File: src/etf_pkg.sv
// Shared types, constants and fixed-point helpers for the escape-time pixel engine.
package etf_pkg;

	localparam int COORD_BITS = 12;
	localparam int ITER_BITS  = 16;
	localparam int SIZE_BITS  = COORD_BITS + 1;
	localparam int D_BITS     = COORD_BITS + 2;
	localparam int STEP_BITS  = 56;
	localparam int CFG_IDX_BITS = 3;

	localparam logic [63:0]  MAX64   = 64'h7FFF_FFFF_FFFF_FFFF;
	localparam logic [63:0]  MIN64   = 64'h8000_0000_0000_0000;
	localparam logic [63:0]  ONE_Q32 = 64'h0000_0001_0000_0000;
	localparam logic [127:0] ESC_LIM = 128'd1 << 114;

	localparam logic [ITER_BITS-1:0] MAX_ITER_RST = ITER_BITS'(256);
	localparam logic [SIZE_BITS-1:0] SIZE_RST     = SIZE_BITS'(1024);

	typedef enum logic [CFG_IDX_BITS-1:0] {
		CFG_CENTER_RE = 3'd0,
		CFG_CENTER_IM = 3'd1,
		CFG_PIXEL_STEP = 3'd2,
		CFG_MAX_ITER = 3'd3,
		CFG_IMAGE_WIDTH = 3'd4,
		CFG_IMAGE_HEIGHT = 3'd5
	} cfg_reg_t;

	typedef struct packed {
		logic [COORD_BITS-1:0] pixel_x;
		logic [COORD_BITS-1:0] pixel_y;
	} pix_in_t;

	typedef struct packed {
		logic [ITER_BITS-1:0] iteration_count;
		logic                 inside_set;
		logic signed [63:0]   z_re;
		logic signed [63:0]   z_im;
		logic signed [63:0]   deriv_re;
		logic signed [63:0]   deriv_im;
	} pix_out_t;

	typedef struct packed {
		logic [D_BITS-1:0] dx;
		logic [D_BITS-1:0] dy;
	} work_t;

	typedef struct packed {
		logic        start;
		logic [63:0] a;
		logic [63:0] b;
	} mul_req_t;

	typedef struct packed {
		logic         busy;
		logic         done;
		logic [127:0] prod;
	} mul_rsp_t;

	typedef enum logic [4:0] {
		ST_IDLE,
		ST_MAP_X,
		ST_MAP_Y,
		ST_DR_A,
		ST_DR_B,
		ST_DR_RND,
		ST_DR_ONE,
		ST_DI_A,
		ST_DI_B,
		ST_DI_RND,
		ST_ZR_SUB,
		ST_ZR_RND,
		ST_ZR_ADD,
		ST_ZI_MUL,
		ST_ZI_RND,
		ST_ZI_ADD,
		ST_SQ_RE,
		ST_SQ_IM,
		ST_CHK,
		ST_DONE
	} core_state_t;

	function automatic logic [63:0] sat64(input logic [127:0] x);
		if (x[127:63] == {65{x[127]}}) begin
			return x[63:0];
		end
		return x[127] ? MIN64 : MAX64;
	endfunction

	function automatic logic [63:0] sadd64(input logic [63:0] a, input logic [63:0] b);
		logic [63:0] r;
		r = a + b;
		if (a[63] == b[63] && r[63] != a[63]) begin
			return a[63] ? MIN64 : MAX64;
		end
		return r;
	endfunction

	function automatic logic [127:0] sext128(input logic [63:0] a);
		return {{64{a[63]}}, a};
	endfunction

	function automatic logic [63:0] round_sat(input logic [127:0] t, input int s);
		logic [127:0] u;
		u = 128'($signed(t + (128'd1 << (s - 1))) >>> s);
		return sat64(u);
	endfunction

endpackage

File: src/etf_front.sv
// Front end: accepts pixel items and turns them into signed half-pixel offsets.
module etf_front import etf_pkg::*; (
	input  logic                 pixel_valid,
	output logic                 pixel_stall,
	input  pix_in_t              pixel,
	input  logic [SIZE_BITS-1:0] image_width,
	input  logic [SIZE_BITS-1:0] image_height,
	input  logic                 full,
	output logic                 push,
	output work_t                work
);

	assign pixel_stall = full;
	assign push        = pixel_valid && !full;
	assign work.dx     = {1'b0, pixel.pixel_x, 1'b0} - {1'b0, image_width};
	assign work.dy     = {1'b0, pixel.pixel_y, 1'b0} - {1'b0, image_height};

endmodule

File: config.mk
export PLATFORM = sky130hd
export DESIGN_NAME = etf_front
export DESIGN_NICKNAME = d
export VERILOG_FILES = /design/src/etf_pkg.sv /design/src/etf_front.sv
export SDC_FILE = /design/constraint.sdc
export NUM_CORES = 1
export LEC_CHECK = 0
export BUFFER_PORTS_ARGS = -buffer_cell sky130_fd_sc_hd__buf_2
export CAP_MARGIN = 10
export CORE_AREA = 2 2 69 71
export DETAILED_ROUTE_END_ITERATION = 10
export DIE_AREA = 0 0 71 73
export PLACE_DENSITY = 0.61
export SLEW_MARGIN = 20
export SYNTH_ARGS = -nofsm -noshare
export SYNTH_HDL_FRONTEND = slang
export SYNTH_SLANG_ARGS = --single-unit
File: constraint.sdc
create_clock -name vclk -period 6
set_input_delay 0.6 -clock vclk [all_inputs]
set_output_delay 0.6 -clock vclk [all_outputs]
set_load 0.1 [all_outputs]
# After elaboration in Yosys (flattened, before gate mapping)
# Cells that the tools add are included.
# totals
regBits	0
in_bits	52
output_inout_bits	30
elab_cells	4
# classes
add_sub_neg	2
reduce_logical	2
# op_table
cell	count
$sub A13 B13 Y14	2
$logic_and A1 B1 Y1	1
$logic_not A1 Y1	1

# Longest topological paths before layout
# logic_depth
word_depth	2
depth_mapped	8

# Worst setup path before layout
# No wires, ideal clock.
# synth_path
path_type	input -> output
from	input image_height[1]
to	output work[11] (netlist bit)
t_arrival_ps	5155
t_required_ps	5400
path_slack_ps	245
cell_stages	7
cell_sequence	inv_1 ha_1 nor2b_1 o31a_1 o2111ai_1 a31oi_1 o311ai_0
# synth_rtl
element	line	source
start, declared	etf_front.sv:7	input logic [SIZE_BITS-1:0] image_height,
end, declared	etf_front.sv:10	output work_t work

==> flow_summary.yaml <==
final_layout:
  clock_buffers: 0
  fillers: 498
  final_cell_mix: "buf_2 (82), inv_1 (30), ha_1 (24), a21oi_1 (20), o21ai_0 (15)"
  final_common_cell: "buf_2"
  seq_area_um2: 0
  multiInputGateArea_um2: 1130
  num-nets-final: 343
  drive_gt1_share_pct: 32.32
  num_antenna_cells: 0
  nFlopsAndLatches: 0
  area_delta_synth_final_pct: 34.67
clock_network:
  post_cts_resized: 0
  cts_hold_buf: 0
  post_cts_buffers: 0
detailed_routing:
  drc: 0
  post_drt_wl_per_cell_um: 10.16
  wirelength_mm: 3.220
  firstDrtPassIters: 4
  ant_nets: 0
  viasPerCell: 4.972
  drt_iter0_drc: 39
  vias: 1576
grt:
  grt_max_degree: 10
  grt_pass1_wl_mm: 5.326
  track_usage_pct: 11.71
  gr-total-overflow: 0
  antenna_found_initial: 0
  grt_pass1_vias: 1300
synthesis:
  ys_warn_count: 0
  synthesis.nets: 265
  syn_area_per_cell_um2: 6.831
  synth-seq-area-share_pct: 0
  syn_area_um2: 1277
  syn_inst: 187
  yosysUniqueCellTypes: 39
timing:
  max_freq_mhz: 290.2
  period_share_pct: 57.44
  final-hold-violation-count: 0
  setup_ws_ns: 2.554
  slew_headroom_pct: 63.28
  finalSetupViolations: 0
  fin_crit_ns: 3.446
  tightestPinTransition_ns: 0.5369
  rsz0062_at_grt: "false"
  setup_tns_ns: 0
  drv_slew: 0
floorplan:
  core-area_um2: 4536
  rows: 25
  die_width_um: 71
  die-area_um2: 5183
  die_height_um: 73
  start_util_pct: 28.17
  pin_count: 82
power_and_ir_drop:
  p_seq_share_pct: 0
  p_sw_w: 0.0003636
  power_w: 0.0004559
  power_frac_clock_pct: 0
  power.density_nw_per_um2: 265.0
  combPwrFrac_pct: 100.0
  leakage_nw: 0.9538
  ir_worst_vdd_uv: 153.4
  internal-power_w: 0.00009234
  swShare_pct: 79.75
run_status:
  status: "finished clean"
setup_path:
  endpoint_kind: "output pin"
  setup.worst_path.end: "work[12]"
  cp-start-kind: "input pin"
  critPathArrivalTime_ns: 2.85
  startpoint: "image_height[0]"
  cp.required_ns: 5.40
  worstPathMaxFanout: 3
  worstSetupPathType: "in2out"
placement:
  dp_hpwl_mm: 2.873
  numPortBuffers: 82
  dpl_worst_slack_ns: 2.560
  gp_congestion: 0.8554
job:
  maxCapViolations: 0
worst_hold_path:
  hp-class: "in2out"
[worst min-delay path by stage]
stage,cells past startpoint,from,slack [ns],to
6_report,2,full,1.58,pixel_stall
3_3_place_gp,2,full,1.58,pixel_stall
5_1_grt,2,full,1.60,pixel_stall
4_1_cts,2,full,1.58,pixel_stall
2_1_floorplan,1,full,1.41,pixel_stall
3_5_place_dp,2,full,1.58,pixel_stall
[routing by layer]
metal	up-vias	global-route usage [%]	routed length, µm
met1	703	16.58	1565
met5	-	0	0
met2	51	21.08	1480
met4	0	0	0
li1	822	-	-
met3	0	0.4144	174
[final cells by class]
type	count	area share, %
multi-input combinational	151	65.67
timing repair buffer	82	23.85
inverter	30	6.545
tap	54	3.927
[metrics by stage]
step | instances | cell area, µm² | utilization, % | hold WS, ns
floorplan | 187 | 1277 | - | 1.412
global placement | 317 | 1720 | 37.93 | 1.582
detailed placement | 317 | 1720 | 37.93 | 1.585
CTS | 317 | 1720 | 37.93 | 1.585
global route | 317 | 1720 | 37.93 | 1.598
finish | 317 | 1720 | 37.93 | 1.584
[power groups by stage]
stage               registers, W  logic (W)  clock network (W)
detailed placement             0   0.000457                  0
floorplan                      0   0.000389                  0
global placement               0   0.000457                  0
CTS                            0   0.000458                  0
global route                   0   0.000481                  0
finish                         0   0.000456                  0
[synth_stat cells]
| cell type | n | area [µm²] |
|---|---|---|
| and4_1 | 1 | 8.760 |
| fa_1 | 2 | 40.04 |
| o21bai_1 | 1 | 7.510 |
| nor3b_1 | 1 | 7.510 |
| nand3_1 | 5 | 25.02 |
| buf_2 | 1 | 5.000 |
| o22ai_1 | 1 | 6.260 |
| nor2b_1 | 5 | 31.28 |
| nor3_1 | 3 | 15.01 |
| and3_1 | 2 | 12.51 |
| or2_2 | 2 | 12.51 |
| o2111ai_1 | 1 | 8.760 |
| nand2b_1 | 1 | 6.260 |
| a21o_1 | 5 | 37.54 |
| o2111a_1 | 1 | 11.26 |
| clkbuf_1 | 2 | 7.510 |
| o31ai_1 | 2 | 15.01 |
| o311ai_0 | 2 | 17.52 |
| o41a_1 | 1 | 11.26 |
| xnor2_1 | 9 | 78.83 |
| a221oi_1 | 1 | 8.760 |
| o21a_1 | 4 | 30.03 |
| or4_1 | 1 | 7.510 |
| xor2_1 | 8 | 70.07 |
| a21oi_1 | 20 | 100.1 |
| inv_1 | 30 | 112.6 |
| a31oi_1 | 2 | 12.51 |
| o21ai_0 | 15 | 75.07 |
| a31o_2 | 1 | 8.760 |
| ha_1 | 24 | 300.3 |
| o31a_1 | 2 | 17.52 |
| or3_1 | 1 | 6.260 |
| buf_4 | 3 | 22.52 |
| nand4_1 | 2 | 12.51 |
| nand2_1 | 7 | 26.28 |
| a211oi_1 | 5 | 37.54 |
| a2111oi_0 | 1 | 8.760 |
| a211o_1 | 2 | 17.52 |
| nor2_1 | 10 | 37.54 |
[kinds of logic (layout without fill, tap and decap cells)]
| group | after synthesis | count (layout) | synth area share (%) |
|---|---|---|---|
| buffers and inverters | 36 | 112 | 11.56 |
| xor gates and xnor gates | 17 | 17 | 11.66 |
| adders and majority gates | 26 | 26 | 26.64 |
| and+or+nand+nor | 41 | 41 | 16.36 |
| AOI/OAI and AO/OA | 67 | 67 | 33.79 |
[critical path: stages]
cell and delay, ns:
buf_2 0.10, inv_1 0.05, fa_1 0.42, a21o_1 0.22
a2111oi_0 0.55, nor2_1 0.10, o21ai_0 0.24, xnor2_1 0.14
buf_2 0.43
Note: power is estimated with default switching activity, not from simulation.
