File: config.mk
export PLATFORM = sky130hd
export DESIGN_NAME = etf_mul
export DESIGN_NICKNAME = d
export VERILOG_FILES = /design/src/etf_pkg.sv /design/src/etf_mul.sv
export SDC_FILE = /design/constraint.sdc
export NUM_CORES = 2
export LEC_CHECK = 0
export BUFFER_PORTS_ARGS = -buffer_cell sky130_fd_sc_hd__buf_2
export CAP_MARGIN = 5
export CORE_ASPECT_RATIO = 0.6
export CORE_MARGIN = 4
export CORE_UTILIZATION = 35
export CTS_BUF_LIST = sky130_fd_sc_hd__clkbuf_8
export DETAILED_ROUTE_END_ITERATION = 8
export PLACE_DENSITY_LB_ADDON = 0.2
export SLEW_MARGIN = 20
export SYNTH_ARGS = -nofsm -noshare
export SYNTH_HDL_FRONTEND = slang
export SYNTH_SLANG_ARGS = --single-unit
File: constraint.sdc
create_clock -name clk -period 23 [get_ports clk]
set_input_delay 2.3 -clock clk [delete_from_list [all_inputs] [get_ports clk]]
set_output_delay 2.3 -clock clk [all_outputs]
set_load 0.02 [all_outputs]
File: src/etf_pkg.sv
// Shared types, constants and fixed-point helpers for the escape-time pixel engine.
package etf_pkg;

	localparam int COORD_BITS = 12;
	localparam int ITER_BITS  = 16;
	localparam int SIZE_BITS  = COORD_BITS + 1;
	localparam int D_BITS     = COORD_BITS + 2;
	localparam int STEP_BITS  = 56;
	localparam int CFG_IDX_BITS = 3;

	localparam logic [63:0]  MAX64   = 64'h7FFF_FFFF_FFFF_FFFF;
	localparam logic [63:0]  MIN64   = 64'h8000_0000_0000_0000;
	localparam logic [63:0]  ONE_Q32 = 64'h0000_0001_0000_0000;
	localparam logic [127:0] ESC_LIM = 128'd1 << 114;

	localparam logic [ITER_BITS-1:0] MAX_ITER_RST = ITER_BITS'(256);
	localparam logic [SIZE_BITS-1:0] SIZE_RST     = SIZE_BITS'(1024);

	typedef enum logic [CFG_IDX_BITS-1:0] {
		CFG_CENTER_RE = 3'd0,
		CFG_CENTER_IM = 3'd1,
		CFG_PIXEL_STEP = 3'd2,
		CFG_MAX_ITER = 3'd3,
		CFG_IMAGE_WIDTH = 3'd4,
		CFG_IMAGE_HEIGHT = 3'd5
	} cfg_reg_t;

	typedef struct packed {
		logic [COORD_BITS-1:0] pixel_x;
		logic [COORD_BITS-1:0] pixel_y;
	} pix_in_t;

	typedef struct packed {
		logic [ITER_BITS-1:0] iteration_count;
		logic                 inside_set;
		logic signed [63:0]   z_re;
		logic signed [63:0]   z_im;
		logic signed [63:0]   deriv_re;
		logic signed [63:0]   deriv_im;
	} pix_out_t;

	typedef struct packed {
		logic [D_BITS-1:0] dx;
		logic [D_BITS-1:0] dy;
	} work_t;

	typedef struct packed {
		logic        start;
		logic [63:0] a;
		logic [63:0] b;
	} mul_req_t;

	typedef struct packed {
		logic         busy;
		logic         done;
		logic [127:0] prod;
	} mul_rsp_t;

	typedef enum logic [4:0] {
		ST_IDLE,
		ST_MAP_X,
		ST_MAP_Y,
		ST_DR_A,
		ST_DR_B,
		ST_DR_RND,
		ST_DR_ONE,
		ST_DI_A,
		ST_DI_B,
		ST_DI_RND,
		ST_ZR_SUB,
		ST_ZR_RND,
		ST_ZR_ADD,
		ST_ZI_MUL,
		ST_ZI_RND,
		ST_ZI_ADD,
		ST_SQ_RE,
		ST_SQ_IM,
		ST_CHK,
		ST_DONE
	} core_state_t;

	function automatic logic [63:0] sat64(input logic [127:0] x);
		if (x[127:63] == {65{x[127]}}) begin
			return x[63:0];
		end
		return x[127] ? MIN64 : MAX64;
	endfunction

	function automatic logic [63:0] sadd64(input logic [63:0] a, input logic [63:0] b);
		logic [63:0] r;
		r = a + b;
		if (a[63] == b[63] && r[63] != a[63]) begin
			return a[63] ? MIN64 : MAX64;
		end
		return r;
	endfunction

	function automatic logic [127:0] sext128(input logic [63:0] a);
		return {{64{a[63]}}, a};
	endfunction

	function automatic logic [63:0] round_sat(input logic [127:0] t, input int s);
		logic [127:0] u;
		u = 128'($signed(t + (128'd1 << (s - 1))) >>> s);
		return sat64(u);
	endfunction

endpackage

File: src/etf_mul.sv
// Shared signed 64x64 multiplier built from one 32x32 unit over four partial products.
module etf_mul import etf_pkg::*; (
	input  logic     clk,
	input  logic     arst_n,
	input  mul_req_t req,
	output mul_rsp_t rsp
);

	logic [63:0]  ua_q, ub_q;
	logic         neg_q;
	logic [127:0] acc_q, prod_q;
	logic [2:0]   cnt_q;
	logic         busy_q, done_q;
	logic [31:0]  ai, bj;
	logic [63:0]  pp;
	logic [1:0]   sh;
	logic [127:0] ppw;

	assign ai  = cnt_q[1] ? ua_q[63:32] : ua_q[31:0];
	assign bj  = cnt_q[0] ? ub_q[63:32] : ub_q[31:0];
	assign pp  = ai * bj;
	assign sh  = {1'b0, cnt_q[1]} + {1'b0, cnt_q[0]};
	assign ppw = {64'd0, pp} << {sh, 5'd0};

	always_ff @(posedge clk or negedge arst_n) begin
		if (!arst_n) begin
			busy_q <= 1'b0;
			done_q <= 1'b0;
			cnt_q  <= '0;
		end else begin
			done_q <= 1'b0;
			if (req.start) begin
				busy_q <= 1'b1;
				cnt_q  <= '0;
			end else if (busy_q) begin
				if (cnt_q == 3'd4) begin
					busy_q <= 1'b0;
					done_q <= 1'b1;
				end else begin
					cnt_q <= cnt_q + 3'd1;
				end
			end
		end
	end

	always_ff @(posedge clk) begin
		if (req.start) begin
			ua_q  <= req.a[63] ? (64'd0 - req.a) : req.a;
			ub_q  <= req.b[63] ? (64'd0 - req.b) : req.b;
			neg_q <= req.a[63] ^ req.b[63];
			acc_q <= '0;
		end else if (busy_q) begin
			if (cnt_q == 3'd4) begin
				prod_q <= neg_q ? (128'd0 - acc_q) : acc_q;
			end else begin
				acc_q <= acc_q + ppw;
			end
		end
	end

	assign rsp.busy = busy_q;
	assign rsp.done = done_q;
	assign rsp.prod = prod_q;

endmodule

# ---- After elaboration in Yosys (flattened, before gate mapping)
# Index checks and enable logic that the tools add are counted.
# W data, S select, Z words.
dict set report op_classes {
  n_addsub 6
  muxes 14
  n_reduce_logical 4
  shifts 1
  n_eq_ne 2
  bitwise_logic 3
  n_mul 1
}
# op n
set op_table {}
lappend op_table {{$add A128 B128 Y128} 1}
lappend op_table {{$mux W128} 1}
lappend op_table {{$shl A64 B7 Y128} 1}
lappend op_table {{$sub A1 B128 Y128 const A} 1}
lappend op_table {{$sub A1 B64 Y64 const A} 2}
lappend op_table {{$mux W63} 2}
lappend op_table {{$mul A32 B32 Y64} 1}
lappend op_table {{$mux W32} 2}
lappend op_table {{$mux W3} 3}
lappend op_table {{$mux W1} 6}
lappend op_table {{$reduce_and A2 Y1} 2}
lappend op_table {{$add A3 B1 Y3 const B} 1}
lappend op_table {{$eq A3 B3 Y1 const B} 1}
lappend op_table {{$reduce_and A3 Y1} 1}
lappend op_table {{$add A1 B1 Y2} 1}
lappend op_table {{$ne A2 B2 Y1 const B} 1}
lappend op_table {{$not A1 Y1} 2}
lappend op_table {{$reduce_bool A2 Y1} 1}
lappend op_table {{$xor A1 B1 Y1} 1}
dict set report word_totals {
  wordCells 41
  in_bits 131
  out_inout_bits 130
  ff_bits 390
}

# ---- Depth between registers and ports, before layout
dict set report logic_depth {
  ltp_word 4
  mapped_depth 47
  depth_no_buf 42
}

# ---- Worst setup path before layout
# OpenSTA, ideal clock, no wires.
dict set report synth_path {
  kind {register to register}
  startpoint {register cnt_q[0]}
  endpoint {register acc_q[121]}
  required_ns 22.883
  path_slack_ns 11.363
  setup_time_ns 0.117
  t_arrival_ns 11.520
  stages_incl_launch_ff 43
  synth_period_minus_slack_ns 11.637
  path_buffers 4
  path_cell_list {dfrtp_1 > clkbuf_1 > buf_1 > mux2i_1 > clkbuf_1 > nor2_1 > fa_1 > fa_1 > fa_1 > inv_1 > fa_1 > inv_1 > fa_1 > inv_1 > fa_1 > inv_1 > fa_1 > fa_1 > (+7 left out) > a41oi_1 > nor4_1 > o21a_1 > o31ai_1 > and2_1 > ha_1 > clkbuf_1 > nand2_1 > nor2_1 > a21oi_1 > o21ai_0 > or3_1 > a31oi_1 > o221ai_1 > o31ai_1 > o41ai_1 > xor2_1 > a22o_1}
}
dict set report synth_via {
  elab_chain_cells 4
  elab_cells_between_ends 8
  cone_classes {2 x add/sub; 1 x mul; 1 x eq/ne; 1 x shift; 1 x mux; 1 x bitwise; 1 x reduce/logical}
}
# item line
set synth_rtl {}
lappend synth_rtl {{start, declared} etf_mul.sv:12} ;# logic [2:0] cnt_q;
lappend synth_rtl {{start signal, assigned} etf_mul.sv:40} ;# cnt_q <= cnt_q + 3'd1;
lappend synth_rtl {{$mux W32} etf_mul.sv:20} ;# assign bj = cnt_q[0] ? ub_q[63:32] : ub_q[31:0];
lappend synth_rtl {{$mul A32 B32 Y64} etf_mul.sv:21} ;# assign pp = ai * bj;
lappend synth_rtl {{$shl A64 B7 Y128} etf_mul.sv:23} ;# assign ppw = {64'd0, pp} << {sh, 5'd0};
lappend synth_rtl {{$add A128 B128 Y128} etf_mul.sv:56} ;# acc_q <= acc_q + ppw;
lappend synth_rtl {{end signal, assigned} etf_mul.sv:56}
lappend synth_rtl {{end, declared} etf_mul.sv:11} ;# logic [127:0] acc_q, prod_q;
# Parallel ways exist; a longest one is shown, timed or not.
# A chain may end at the register's enable or synchronous reset.

# ---- Worst setup path in the final report
dict set report layout_path {
  startpoint {register cnt_q[1]}
  endpoint {register acc_q[123]}
}
dict set report layout_via {
  elab_chain_cells 4
  elab_cells_between_ends 8
  cone_classes {2 x add/sub; 1 x mul; 1 x eq/ne; 1 x shift; 1 x mux; 1 x bitwise; 1 x reduce/logical}
}
# item line
set layout_rtl {}
lappend layout_rtl {{$mux W32} etf_mul.sv:19} ;# assign ai = cnt_q[1] ? ua_q[63:32] : ua_q[31:0];
lappend layout_rtl {{$mul A32 B32 Y64} etf_mul.sv:21}
lappend layout_rtl {{$shl A64 B7 Y128} etf_mul.sv:23}
lappend layout_rtl {{$add A128 B128 Y128} etf_mul.sv:56}
# Parallel ways exist; a longest one is shown, timed or not.

==> PnR_summary.wiki <==
{| class="wikitable"
! Metric !! Value
|-
| Final setup violation count || 0
|-
| Post-CTS setup buffer count || 0
|-
| Chip Width || 542 um
|-
| Sum of routed wire length over all layers || 243,000 um
|-
| Number of global-route vias before repair || 50,200
|-
| Critical path endpoint category || flop
|-
| Area of the placeable core || 170,000 um2
|-
| Count of H-tree levels built during CTS || 3
|-
| Critical Path Slowest Stage Cell || o311ai_0
|-
| Crit Path Class || reg -> reg
|-
| Syn nets || 8,265
|-
| Final layout net count || 8,364
|-
| I/O pin count || about 260
|-
| Number of clock sinks || 390
|-
| DRT Pass-1 Iters || 6
|-
| Die span in y || 328 um
|-
| Total global-route track usage || 27.1%
|-
| DR iter-0 viols || 5,842
|-
| Clock buffer depth || 3
|-
| Placed Instances || roughly 9,000
|-
| Cells resized by post-CTS repair || 0
|-
| Post-synth EDFFs || around 260
|-
| Largest area contributor in the netlist || fa_1
|-
| Ys Warns || 0
|-
| Critical path's largest stage delay || 950 ps
|-
| Number of buffers inserted by port buffering || 260
|-
| TritonCTS clock tree || built
|-
| Antenna-violating nets left || 0
|-
| Total number of vias || between 50,000 and 60,000
|-
| Period Utilization, post-route || 70.4%
|-
| Cell with the most instances after synthesis || inv_1
|-
| Placed wire-length estimate after detailed placement || 198,000 um
|-
| Post-route DRC violation count || 0
|-
| Count of max-cap constraint violations || 0
|-
| Final-layout setup total negative slack || 0 ps
|-
| Layout cell share with drive strength beyond 1 || 8.92%
|-
| Portion of the post-synthesis area used by sequential elements || between 10% and 20%
|-
| Share of flip-flops with an asynchronous set or reset after synthesis || 1.28%
|-
| Fmax || 61.8 MHz
|-
| Area of the mapped netlist || 59,800 um2
|-
| Die area || 178,000 um2
|-
| Global route total overflow || 0
|-
| Worst min path class || reg -> reg
|-
| TritonCTS buffer count || 73
|-
| Final-report hold violation count || 0
|-
| Result of the run || complete, no violations
|-
| Final core utilization || about two fifths
|-
| Biggest fanout along the worst timing path || 51
|-
| Crit path arrival time || 16,800 ps
|-
| CP most frequent cell || fa_1
|-
| First-pass GRT wire length || ~350,000 um
|-
| Initial antenna violation count || 12
|-
| Maximum number of pins on one net before global-route repair || 142
|-
| Clock tree skew after final layout || 51.2 ps
|-
| Routed length per placed instance || about 26 um
|-
| Required time of the critical path || 23,620 ps
|-
| Number of standard-cell rows in the floorplan || 117
|-
| Synth Register Bits || 390
|-
| Top cells by area, synth || fa_1 (30%), edfxtp_1 (13%), ha_1 (8.3%)
|-
| Initial cell density of the core || between 30% and 40%
|-
| Setup crit start kind || flop
|-
| Final-report max-slew violation count || 0
|-
| Synthesized area divided by synthesized cell count || around 8.7 um2
|-
| Clock transition at the registers of the reported paths || approximately 70 ps
|-
| Number of distinct library cells after synthesis || 79
|-
| Unrepaired setup endpoints after global routing || false
|-
| Tightest slew margin relative to the limit || around 23%
|-
| Synthesis-to-layout area growth || 9.09%
|-
| Non-filler cells, final || 9,265
|-
| Gp weighted congestion || 0.985
|-
| Final critical-path required period || between 15,000 and 20,000 ps
|-
| Top cells by instance count after synthesis || inv_1 (916), fa_1 (897), nand2_1 (889)
|-
| Post-CTS Hold Buffers || 0
|-
| Via density per instance || 5.57
|-
| Clock latency at the later pin of the worst-skew pair || 790 ps
|-
| Cell count after synthesis || approximately 7,000
|-
| Most frequently used flop master after synthesis || edfxtp_1
|-
| Slew of the pin with the lowest slew margin || between 1000 and 1500 ps
|-
| Portion of synthesized cell area occupied by the leading cell type || 30.0%
|-
| CTS root buf || clkbuf_8
|}
path summary, 6_finish.rpt:
kind                       startpoint          to  slack [ps]  cells past startpoint
min                         acc_q[31]   acc_q[31]         520                      2
max in group asynchronous      arst_n    cnt_q[1]       21340                      1
max                          cnt_q[1]  acc_q[123]        6820                     39
min reg2reg                 acc_q[31]   acc_q[31]         520                      2
min in group asynchronous      arst_n    cnt_q[2]        1380                      1
max reg2reg                  cnt_q[1]  acc_q[123]        6820                     39
through the flow:
stage	area (um2)	setup slack, ps	hold slack, ps
floorplan	59800	11360	468
CTS	65300	7460	520
global placement	63700	7670	490
global route	65300	6430	546
detailed placement	63700	7570	509
finish	65300	6820	522
area by class of cell:
type                    count  area, um2
repair buffers            349       1990
flip-flops and latches    390      10400
clock inverters            55        455
well taps                2261       2830
fillers                 17400     105000
clock buffers              77       1060
inverters                 918       3450
multi-input cells        5209      45100
diodes                      6       15.0
placed cells by master, fill, tap and decap left out, drive strengths merged, types with 47 or more instances in the layout:
cell	netlist	routed
o31ai	84	84
o41ai	47	47
nand2	889	889
xor2	79	79
nand4	76	76
nor2	825	825
nor3	66	66
fa	897	897
or4	47	47
dfxtp	128	128
ha	395	395
nand3	78	78
mux2	69	69
mux2i	75	75
a21o	87	87
o21bai	55	55
and2	55	55
o21ai	281	281
clkbuf	301	78
a21oi	339	339
buf	24	348
xnor2	344	344
inv	917	938
edfxtp	257	257
per-layer routing:
| metal | up-vias | part of all wire (%) | global-route usage [%] |
|---|---|---|---|
| met2 | 2611 | 36 | 33.0 |
| met5 | - | 0.076 | 0.649 |
| li1 | 22600 | - | - |
| met1 | 26200 | 50 | 44.7 |
| met3 | 220 | 13 | 9.03 |
| met4 | 6 | 1.7 | 4.56 |
critical path: cells and delay by family, from the launching register on:
| kind | cells | cell delay (ps) |
|---|---|---|
| compound gates | 14 | 6360 |
| xor+xnor | 1 | 140 |
| fa+ha+maj | 10 | 4770 |
| buf+inv | 6 | 1430 |
| flops | 1 | 620 |
| mux | 1 | 290 |
| simple gates | 7 | 2260 |
state kept, by name, summed over array words and instances (netlist names):
name,flops
cnt_q,3
busy_q,1
neg_q,1
ub_q,64
prod_q,128
ua_q,64
acc_q,128
done_q,1
cell families after synthesis:
| family | share of synthesized area [%] |
|---|---|
| AOI/OAI and AO/OA | 11.6 |
| xor gates and xnor gates | 6.19 |
| adders and majority gates | 38.3 |
| buffers and inverters | 7.81 |
| DFF | 17.4 |
| muxes | 2.55 |
| and+or+nand+nor | 16.2 |
Power is left out: the tool's default activity adds up to more than one toggle a clock period on the data nets, which glitch-free logic cannot reach.
