`config.mk`:
```
export PLATFORM = sky130hd
export DESIGN_NAME = etf_fifo
export DESIGN_NICKNAME = d
export VERILOG_FILES = /design/src/etf_pkg.sv /design/src/etf_fifo.sv
export SDC_FILE = /design/constraint.sdc
export NUM_CORES = 1
export LEC_CHECK = 0
export BUFFER_PORTS_ARGS = -buffer_cell sky130_fd_sc_hd__buf_2
export CORE_ASPECT_RATIO = 1.75
export CORE_MARGIN = 5
export CORE_UTILIZATION = 47
export CTS_CLUSTER_DIAMETER = 50
export DETAILED_ROUTE_END_ITERATION = 7
export GPL_TIMING_DRIVEN = 0
export PLACE_DENSITY = 0.73
export SYNTH_ARGS = -nofsm -noshare
export SYNTH_HDL_FRONTEND = slang
export SYNTH_SLANG_ARGS = --single-unit
```
`constraint.sdc`:
```
create_clock -name clk -period 2.7 [get_ports clk]
set_clock_uncertainty 0.1 [all_clocks]
set_input_delay 0.27 -clock clk [delete_from_list [all_inputs] [get_ports clk]]
set_output_delay 0.27 -clock clk [all_outputs]
set_load 0.1 [all_outputs]
```
`src/etf_pkg.sv`:
```
// Shared types, constants and fixed-point helpers for the escape-time pixel engine.
package etf_pkg;

	localparam int COORD_BITS = 12;
	localparam int ITER_BITS  = 16;
	localparam int SIZE_BITS  = COORD_BITS + 1;
	localparam int D_BITS     = COORD_BITS + 2;
	localparam int STEP_BITS  = 56;
	localparam int CFG_IDX_BITS = 3;

	localparam logic [63:0]  MAX64   = 64'h7FFF_FFFF_FFFF_FFFF;
	localparam logic [63:0]  MIN64   = 64'h8000_0000_0000_0000;
	localparam logic [63:0]  ONE_Q32 = 64'h0000_0001_0000_0000;
	localparam logic [127:0] ESC_LIM = 128'd1 << 114;

	localparam logic [ITER_BITS-1:0] MAX_ITER_RST = ITER_BITS'(256);
	localparam logic [SIZE_BITS-1:0] SIZE_RST     = SIZE_BITS'(1024);

	typedef enum logic [CFG_IDX_BITS-1:0] {
		CFG_CENTER_RE = 3'd0,
		CFG_CENTER_IM = 3'd1,
		CFG_PIXEL_STEP = 3'd2,
		CFG_MAX_ITER = 3'd3,
		CFG_IMAGE_WIDTH = 3'd4,
		CFG_IMAGE_HEIGHT = 3'd5
	} cfg_reg_t;

	typedef struct packed {
		logic [COORD_BITS-1:0] pixel_x;
		logic [COORD_BITS-1:0] pixel_y;
	} pix_in_t;

	typedef struct packed {
		logic [ITER_BITS-1:0] iteration_count;
		logic                 inside_set;
		logic signed [63:0]   z_re;
		logic signed [63:0]   z_im;
		logic signed [63:0]   deriv_re;
		logic signed [63:0]   deriv_im;
	} pix_out_t;

	typedef struct packed {
		logic [D_BITS-1:0] dx;
		logic [D_BITS-1:0] dy;
	} work_t;

	typedef struct packed {
		logic        start;
		logic [63:0] a;
		logic [63:0] b;
	} mul_req_t;

	typedef struct packed {
		logic         busy;
		logic         done;
		logic [127:0] prod;
	} mul_rsp_t;

	typedef enum logic [4:0] {
		ST_IDLE,
		ST_MAP_X,
		ST_MAP_Y,
		ST_DR_A,
		ST_DR_B,
		ST_DR_RND,
		ST_DR_ONE,
		ST_DI_A,
		ST_DI_B,
		ST_DI_RND,
		ST_ZR_SUB,
		ST_ZR_RND,
		ST_ZR_ADD,
		ST_ZI_MUL,
		ST_ZI_RND,
		ST_ZI_ADD,
		ST_SQ_RE,
		ST_SQ_IM,
		ST_CHK,
		ST_DONE
	} core_state_t;

	function automatic logic [63:0] sat64(input logic [127:0] x);
		if (x[127:63] == {65{x[127]}}) begin
			return x[63:0];
		end
		return x[127] ? MIN64 : MAX64;
	endfunction

	function automatic logic [63:0] sadd64(input logic [63:0] a, input logic [63:0] b);
		logic [63:0] r;
		r = a + b;
		if (a[63] == b[63] && r[63] != a[63]) begin
			return a[63] ? MIN64 : MAX64;
		end
		return r;
	endfunction

	function automatic logic [127:0] sext128(input logic [63:0] a);
		return {{64{a[63]}}, a};
	endfunction

	function automatic logic [63:0] round_sat(input logic [127:0] t, input int s);
		logic [127:0] u;
		u = 128'($signed(t + (128'd1 << (s - 1))) >>> s);
		return sat64(u);
	endfunction

endpackage

```
`src/etf_fifo.sv`:
```
// Two-entry queue between the front end and the iteration engine.
module etf_fifo import etf_pkg::*; (
	input  logic  clk,
	input  logic  arst_n,
	input  logic  push,
	input  work_t wdata,
	input  logic  pop,
	output work_t rdata,
	output logic  full,
	output logic  empty
);

	work_t      ent_q [2];
	logic       wr_q, rd_q;
	logic [1:0] cnt_q;

	assign full  = (cnt_q == 2'd2);
	assign empty = (cnt_q == 2'd0);
	assign rdata = ent_q[rd_q];

	always_ff @(posedge clk or negedge arst_n) begin
		if (!arst_n) begin
			wr_q  <= 1'b0;
			rd_q  <= 1'b0;
			cnt_q <= '0;
		end else begin
			if (push) begin
				wr_q <= ~wr_q;
			end
			if (pop) begin
				rd_q <= ~rd_q;
			end
			cnt_q <= cnt_q + {1'b0, push} - {1'b0, pop};
		end
	end

	always_ff @(posedge clk) begin
		if (push) begin
			ent_q[wr_q] <= wdata;
		end
	end

	a_no_pop_empty: assert property (@(posedge clk) disable iff (!arst_n)
		pop |-> !empty) else $error("pop from empty queue");
	a_cnt_bound: assert property (@(posedge clk) disable iff (!arst_n)
		cnt_q != 2'd3) else $error("queue count out of range");

endmodule

```
# [Word level (Yosys, flattened, before mapping)]
# Memories as Yosys holds them, arrays and structs flattened.
# Index checks and enable logic that the tools add are counted.
[totals] reg_bits=4 latch_bits=0 mem_bits_rw=56 romBits=0 input_bits=32 output_inout_bits=30 word_cells=12 n_memories=1
[mem_list] name="ent_q" depth=2 width=28 read_ports=1 rd_ports_with_merged_regs=0 write_ports=1 line="etf_fifo.sv:13" rtl="work_t ent_q [2];"
[op_classes] add_sub_neg=2 multipliers=0 n_div=0 magnitude_cmp=0 eq_ne=1 n_shift=0 muxes=2 bitwise_logic=2 n_reduce_logical=1
[ops] operator="$add 2x1->2" n=1
[ops] operator="$eq 2x2->1 const B" n=1
[ops] operator="$logic_not 2->1" n=1
[ops] operator="$mux 1" n=2
[ops] operator="$not 1->1" n=2
[ops] operator="$sub 2x1->2" n=1

# [Depth between registers and ports, before layout]
# Gate-level depths: netlist (run 1).
[depth] ltp_word=2 depth_mapped=5 ltp_nobuf=5

# [Least setup slack after synthesis (run 1)]
# OpenSTA, ideal clock, no wires.
[synth_timing] kind="reg2reg" startpoint="reg wr_q" endpoint="mem ent_q[0][0] in the netlist's numbering, enable pin" setup_ns=0.416 t_arrival_ns=1.666 required_ns=2.184 path_slack_ns=0.518 path_stages_with_launch=2 period_less_slack_ns=2.182 path_cell_list="dfrtp_1 > nor2b_1"
[synth_lines] element="start: declaration" line="etf_fifo.sv:14" rtl="logic wr_q, rd_q;"
[synth_lines] element="start signal: assignment" line="etf_fifo.sv:28" rtl="wr_q <= ~wr_q;"
[synth_lines] element="end: declaration" line="etf_fifo.sv:13"
# No word-level cell before the write port.

==> results of run 1 <==
-- path summary, 6_finish.rpt --
| path | to | cells after the start |
|---|---|---|
| min | ent_q[0][18] | 1 |
| min reg2reg | wr_q | 1 |
| min in group asynchronous | wr_q | 2 |
| max reg2reg | ent_q[1][10] | 1 |
| max in group asynchronous | rd_q | 2 |
| max | rdata[17] | 4 |
-- metal layers --
metal  track usage  vias to the layer above  wire, um
met5             0                        -         0
met4         0.103                        0       117
met3        0.0550                       11       280
met2         0.216                       51      2060
met1         0.114                      571      1340
li1              -                      551         -
-- state kept, by name, summed over array words and instances, names as in the netlist --
register,count
rd_q,1
wr_q,1
ent_q,56
cnt_q,2
-- area by class of cell --
cell class / count / area, um^2
Tap cell: 52 / 65.1
Buffer: 3 / 33.8
Clock buffer: 10 / 128
Inverter: 2 / 7.51
Sequential cell: 60 / 1780
Fill cell: 358 / 1730
Clock inverter: 6 / 103
Timing Repair Buffer: 67 / 370
Multi-Input combinational cell: 37 / 444
-- repair_timing --
item	4_1_cts	5_1_grt
resized for setup	0	0
buffers inserted	0	0
endpoints found under the hold margin	5	5
hold buffers	2	3
-- placed cells by master, fill, tap and decap left out --
master         instances
dlygate4sd3_1          5
clkbuf_8               9
clkbuf_1               1
buf_8                  2
mux2_4                10
inv_1                  2
nor2b_1                1
xor2_1                 2
edfxtp_1              56
buf_4                  1
nor2b_2                1
xor3_1                 1
bufinv_16              3
ha_1                   2
clkinv_1               2
dfrtp_1                4
mux2_2                18
and2_1                 1
buf_6                  1
buf_2                 61
clkinv_2               1
nor2_1                 1
-- cell families (layout without fill, tap and decap cells) --
| kind of cell | after synthesis | after routing |
|---|---|---|
| AND/OR/NAND/NOR | 4 | 4 |
| adder cells (fa/ha/maj) | 2 | 2 |
| flip-flops | 60 | 60 |
| buffers and inverters | 5 | 88 |
| multiplexers | 28 | 28 |
| XOR/XNOR | 3 | 3 |
-- stage by stage --
stage               hold WS (ns)  instance area (um^2)  setup WS [ns]
finish                    0.0255                  2930          0.695
global route             0.00168                  2930          0.627
floorplan                 -0.126                  2260          0.518
global placement         -0.0268                  2640         0.0293
CTS                     0.000839                  2900          0.665
detailed placement       -0.0179                  2650          0.734
==> results by group, run 1 <==
Outcome
  • Status: finished, final reports clean

Yosys
  • Post-synthesis sequential area ratio: 0.787
  • Syn_nets: approximately 140
  • Async set-reset flop share out of synthesis: 0.0667
  • Most used flip-flop cell after synthesis: edfxtp_1
  • Post-Synth XOR/XNOR Area: 0.0182
  • Synth Area in Compound Gates: 0
  • Post-Syn Area per Cell: 22.2 um^2
  • Multiplexer share of the synthesized area: 0.156
  • Count leader, synth: edfxtp_1
  • Distinct cells, synth: 14
  • Post-Synth Simple-Gate Area: 0.00994
  • Synth Cell Area: 2260 um^2
  • Main combinational cell family by area after synthesis: multiplexers
  • Area share of the largest cell type after synthesis: 0.743
  • FF+latch count, synth: 60
  • Number of synthesized flops with an enable pin: 56
  • Post-synth top cells: 56 x edfxtp_1, 18 x mux2_2, 10 x mux2_4, 4 x dfrtp_1
  • Yosys warns: 0
  • Adder-cell share of the synthesized area: 0.0110
  • Synth Instances: about 100
  • Synth top area cells: edfxtp_1 74%, mux2_2 9.0%, mux2_4 6.6%, dfrtp_1 4.4%, ha_1 1.1%
  • Synth area leader: edfxtp_1

Route
  • DR iter-0 viols: 13
  • Drt via density: 5.00
  • Drt drc: 0
  • DRT antenna net count: 0
  • Wire per inst: around 16 um
  • Initial DRT Pass Iterations: 4
  • Final wirelength: 3800 um
  • DR vias: between 1,000 and 1,500

Worst setup path
  • CP Launch Point: rd_q
  • Worst-path fanout max: 10
  • Sequence of cells on the critical path: buf_6 -> buf_8 -> mux2_4 -> buf_2
  • Startpoint type of the worst setup path: flop
  • CP max stage cell: buf_2
  • Reg2reg start: wr_q
  • WS Path Type: reg -> out
  • R2R setup slack: 0.81 ns
  • Kind of cell adding the most delay to the critical path: buffers and inverters
  • Buf+Inv Stages, Crit Path: 3
  • Required time worst endpoint: roughly 2.3 ns
  • Critical path arrival: approximately 1.6 ns
  • Worst setup EP type: output pin
  • CP peak stage delay: 0.41 ns

Place
  • Routability Congestion: approximately 0.66
  • HPWL after DPL: ~2700 um
  • Input/output buffers: 61
  • Placed cell count: approximately 220

Timing
  • Max_slew headroom: 0.150
  • Final setup fails: 0
  • Final Max Slew Viols: 0
  • RSZ-0062 raised after global routing: no
  • Fmax: about 0.5 GHz
  • Worst slew pin tran: 1.28 ns
  • Final hold violation count: 0
  • Tmin final: around 2 ns
  • Setup TNS: 0 ns
  • Final Cycle Share: 0.742

Die
  • Starting Density: 0.485
  • Area of the die: around 6400 um^2
  • I/O Pins: 62
  • Cell Rows: 33
  • Core Region: ~4700 um^2
  • Die width: 62.5 um
  • Chip height: approximately 100 um

Clocking
  • Root buf cell: clkbuf_8
  • Clk sink count: 60
  • Clock Latency Late Sink: 0.33 ns
  • Total CTS buffers: 9
  • Max Buffers Root-to-Sink: 2
  • CTS clk-pin slew, worst paths: 0.06 ns
  • H-Tree Depth: 3
  • CTS tree: built

Global route
  • GRT Util Overall: 0.127
  • Pin count of the biggest net entering global routing: 29
  • Grt ovf: 0
  • Vias in the first global route: around 1,200
  • Global-route wire length before repair: approximately 5700 um
  • Initial antenna violation count: 0

Layout
  • Area grow syn2layout: 29.5%
  • Fin cells: ~240
  • Final Util: 0.629
  • N_diodes: 0
  • Ratio of cells with drive above 1 in the final layout: 0.578
  • Nets: ~210

Hold path
  • Hold WC Path Type: in -> reg
  • Hold_sp: wdata[18]

Job
  • Max Cap Violations: 0
Power of run 1 is not shown: default switching activity piles up to over one toggle a cycle in this logic, so the estimate is an artifact.
==> run 2, diff against run 1 <==
--- a/config.mk
+++ b/config.mk
@@ -8,11 +8,11 @@
 export BUFFER_PORTS_ARGS = -buffer_cell sky130_fd_sc_hd__buf_2
 export CORE_ASPECT_RATIO = 1.75
 export CORE_MARGIN = 5
-export CORE_UTILIZATION = 47
+export CORE_UTILIZATION = 46
 export CTS_CLUSTER_DIAMETER = 50
 export DETAILED_ROUTE_END_ITERATION = 7
 export GPL_TIMING_DRIVEN = 0
-export PLACE_DENSITY = 0.73
+export PLACE_DENSITY = 0.74
 export SYNTH_ARGS = -nofsm -noshare
 export SYNTH_HDL_FRONTEND = slang
 export SYNTH_SLANG_ARGS = --single-unit
==> constraint.sdc (replaced) <==
create_clock -name clk -period 1.7 [get_ports clk]
set_clock_uncertainty 0.1 [all_clocks]
set_input_delay 0.17 -clock clk [delete_from_list [all_inputs] [get_ports clk]]
set_output_delay 0.17 -clock clk [all_outputs]
set_load 0.1 [all_outputs]
==> run 2 against run 1 <==
Net effect:
- the run now ends with setup timing left
- setup slack got worse by 0.75 ns
- clock-buffer cell count stayed put
- critical path depth is the same
- flip-flop and latch count did not move
- die area rose by 1.9%
- worst hold slack better by 0.011 ns
- register-to-register slack got worse by 0.73 ns
- cell count grew 13%
- largest cell class unchanged
==> results by group, run 2 (synthesis gave the netlist of run 1 again) <==
Timing
  • Final setup fails: 28
  • Post-route setup slack: -0.0593 ns
  • Tmin final: between 1.5 and 2 ns
  • Final Cycle Share: 1.03
  • Max_slew headroom: 0.420
  • Final hold violation count: 0
  • Final Max Slew Viols: 0
  • Fmax: 0.568 GHz
  • RSZ-0062 raised after global routing: yes
  • Worst slew pin tran: 0.869 ns

Layout
  • Multi-input gate area: ~500 um^2
  • Leading cell type in the layout, fill and taps excluded: edfxtp_1
  • Fillcell total: about 260
  • Max reg flops: between 50 and 60
  • Ratio of cells with drive above 1 in the final layout: 0.537
  • Top Registers: ent_q (56), cnt_q (2)
  • Design area: 3590 um^2
  • Area grow syn2layout: 58.5%
  • Final Util: 0.756
  • Most frequent cells in the layout: 56 x edfxtp_1, 33 x buf_2, 31 x dlygate4sd3_1
  • Nets: roughly 250
  • Top reg by flops: ent_q
  • N_diodes: 0
  • Register Area: about 1800 um^2

Clocking
  • H-Tree Depth: 3
  • Clock Latency Late Sink: approximately 0.33 ns
  • CTS tree: built
  • Total CTS buffers: 9
  • CTS clk-pin slew, worst paths: about 0.060 ns
  • Root buf cell: clkbuf_8
  • Clk sink count: 60
  • Max Buffers Root-to-Sink: 2

Job
  • Max Cap Violations: 0

Route
  • DR vias: between 1,000 and 1,500
  • Drt drc: 0
  • Final wirelength: approximately 5200 um
  • Wire per inst: 19.2 um
  • Drt via density: roughly 4.8
  • DR iter-0 viols: 32
  • DRT antenna net count: 0
  • Initial DRT Pass Iterations: 4

Worst setup path
  • Startpoint type of the worst setup path: flop
  • Sequence of cells on the critical path: buf_6 -> buf_12 -> mux2_4 -> buf_12
  • R2R setup slack: 0.08 ns
  • CP Launch Point: rd_q
  • Reg2reg start: wr_q
  • Required time worst endpoint: roughly 1.4 ns
  • CP peak stage delay: between 0.3 and 0.4 ns
  • Most common cell on crit path: buf_12
  • Kind of cell adding the most delay to the critical path: buffers and inverters
  • WS Path Type: reg -> out
  • CP max stage cell: dfrtp_1
  • R2R cell count: 1
  • Worst-path fanout max: 10
  • Critical Path Stages: 4
  • Critical path arrival: 1.49 ns
  • Capture point of the worst path: rdata[14]
  • Worst setup EP type: output pin
  • RR Endpoint: ent_q[0][9]
  • Buf+Inv Stages, Crit Path: 3

Global route
  • Pin count of the biggest net entering global routing: 29
  • Initial antenna violation count: 0
  • Grt ovf: 0
  • Vias in the first global route: between 1,500 and 2,000
  • Global-route wire length before repair: ~7300 um
  • GRT Util Overall: 0.158

Die
  • Area of the die: 6480 um^2
  • Chip height: 103 um
  • Starting Density: 0.477
  • I/O Pins: 62
  • Core Region: roughly 4700 um^2
  • Cell Rows: 33
  • Die width: 63.0 um

Hold path
  • Hold WC Path Type: in -> reg

Place
  • Placed cell area: between 2000 and 3000 um^2
  • Routability Congestion: approximately 0.65
  • HPWL after DPL: about 2800 um
  • Input/output buffers: 61

Outcome
  • Failing checks: setup timing
  • Status: complete, but fails checks
==> run 2: worst min path at each step <==
stage,from,endpoint,slack (ns),cells after the start
6_report,push,cnt_q[0],0.04,2
5_1_grt,push,cnt_q[0],0.05,2
4_1_cts,push,cnt_q[0],0.02,2
3_5_place_dp,arst_n,rd_q,-0.12,1
3_3_place_gp,arst_n,cnt_q[0],-0.13,1
2_1_floorplan,arst_n,cnt_q[0],-0.23,0
==> run 2: final cells by class <==
cell class	count	share of cell area
Clock inverter	6	0.00872
Inverter	2	0.00209
Buffer	3	0.0119
Timing Repair Buffer	98	0.289
Tap cell	52	0.0181
Multi-Input combinational cell	37	0.138
Clock buffer	10	0.0356
Sequential cell	60	0.497
==> run 2: layer usage <==
layer,part of all wire,wire length (um),GRT usage
met1,0.33,1690,0.137
met2,0.61,3150,0.305
met3,0.045,230,0.0567
met4,0.016,82,0.0882
met5,0,0,0
==> run 2: timing repair <==
action                     4_1_cts  5_1_grt
setup endpoints to repair       84       28
gates cloned                     1        0
buffers inserted                 2        3
resized for setup               85       30
hold endpoints to repair        62        0
hold buffers                    31        0
==> run 2: stage by stage <==
step | std cells | setup WS (ns) | hold slack [ns] | TNS, ns
after floorplan | 102 | 0.0423 | -0.226 | 0
after global placement | 215 | -0.236 | -0.125 | -10.29
after detailed placement | 215 | -0.371 | -0.121 | -16.21
after CTS | 265 | -0.0989 | 0.0189 | -1.49
after global routing | 268 | -0.107 | 0.0467 | -2.54
final | 268 | -0.0593 | 0.0361 | -1.33
Power of run 2 is left out for the same reason.
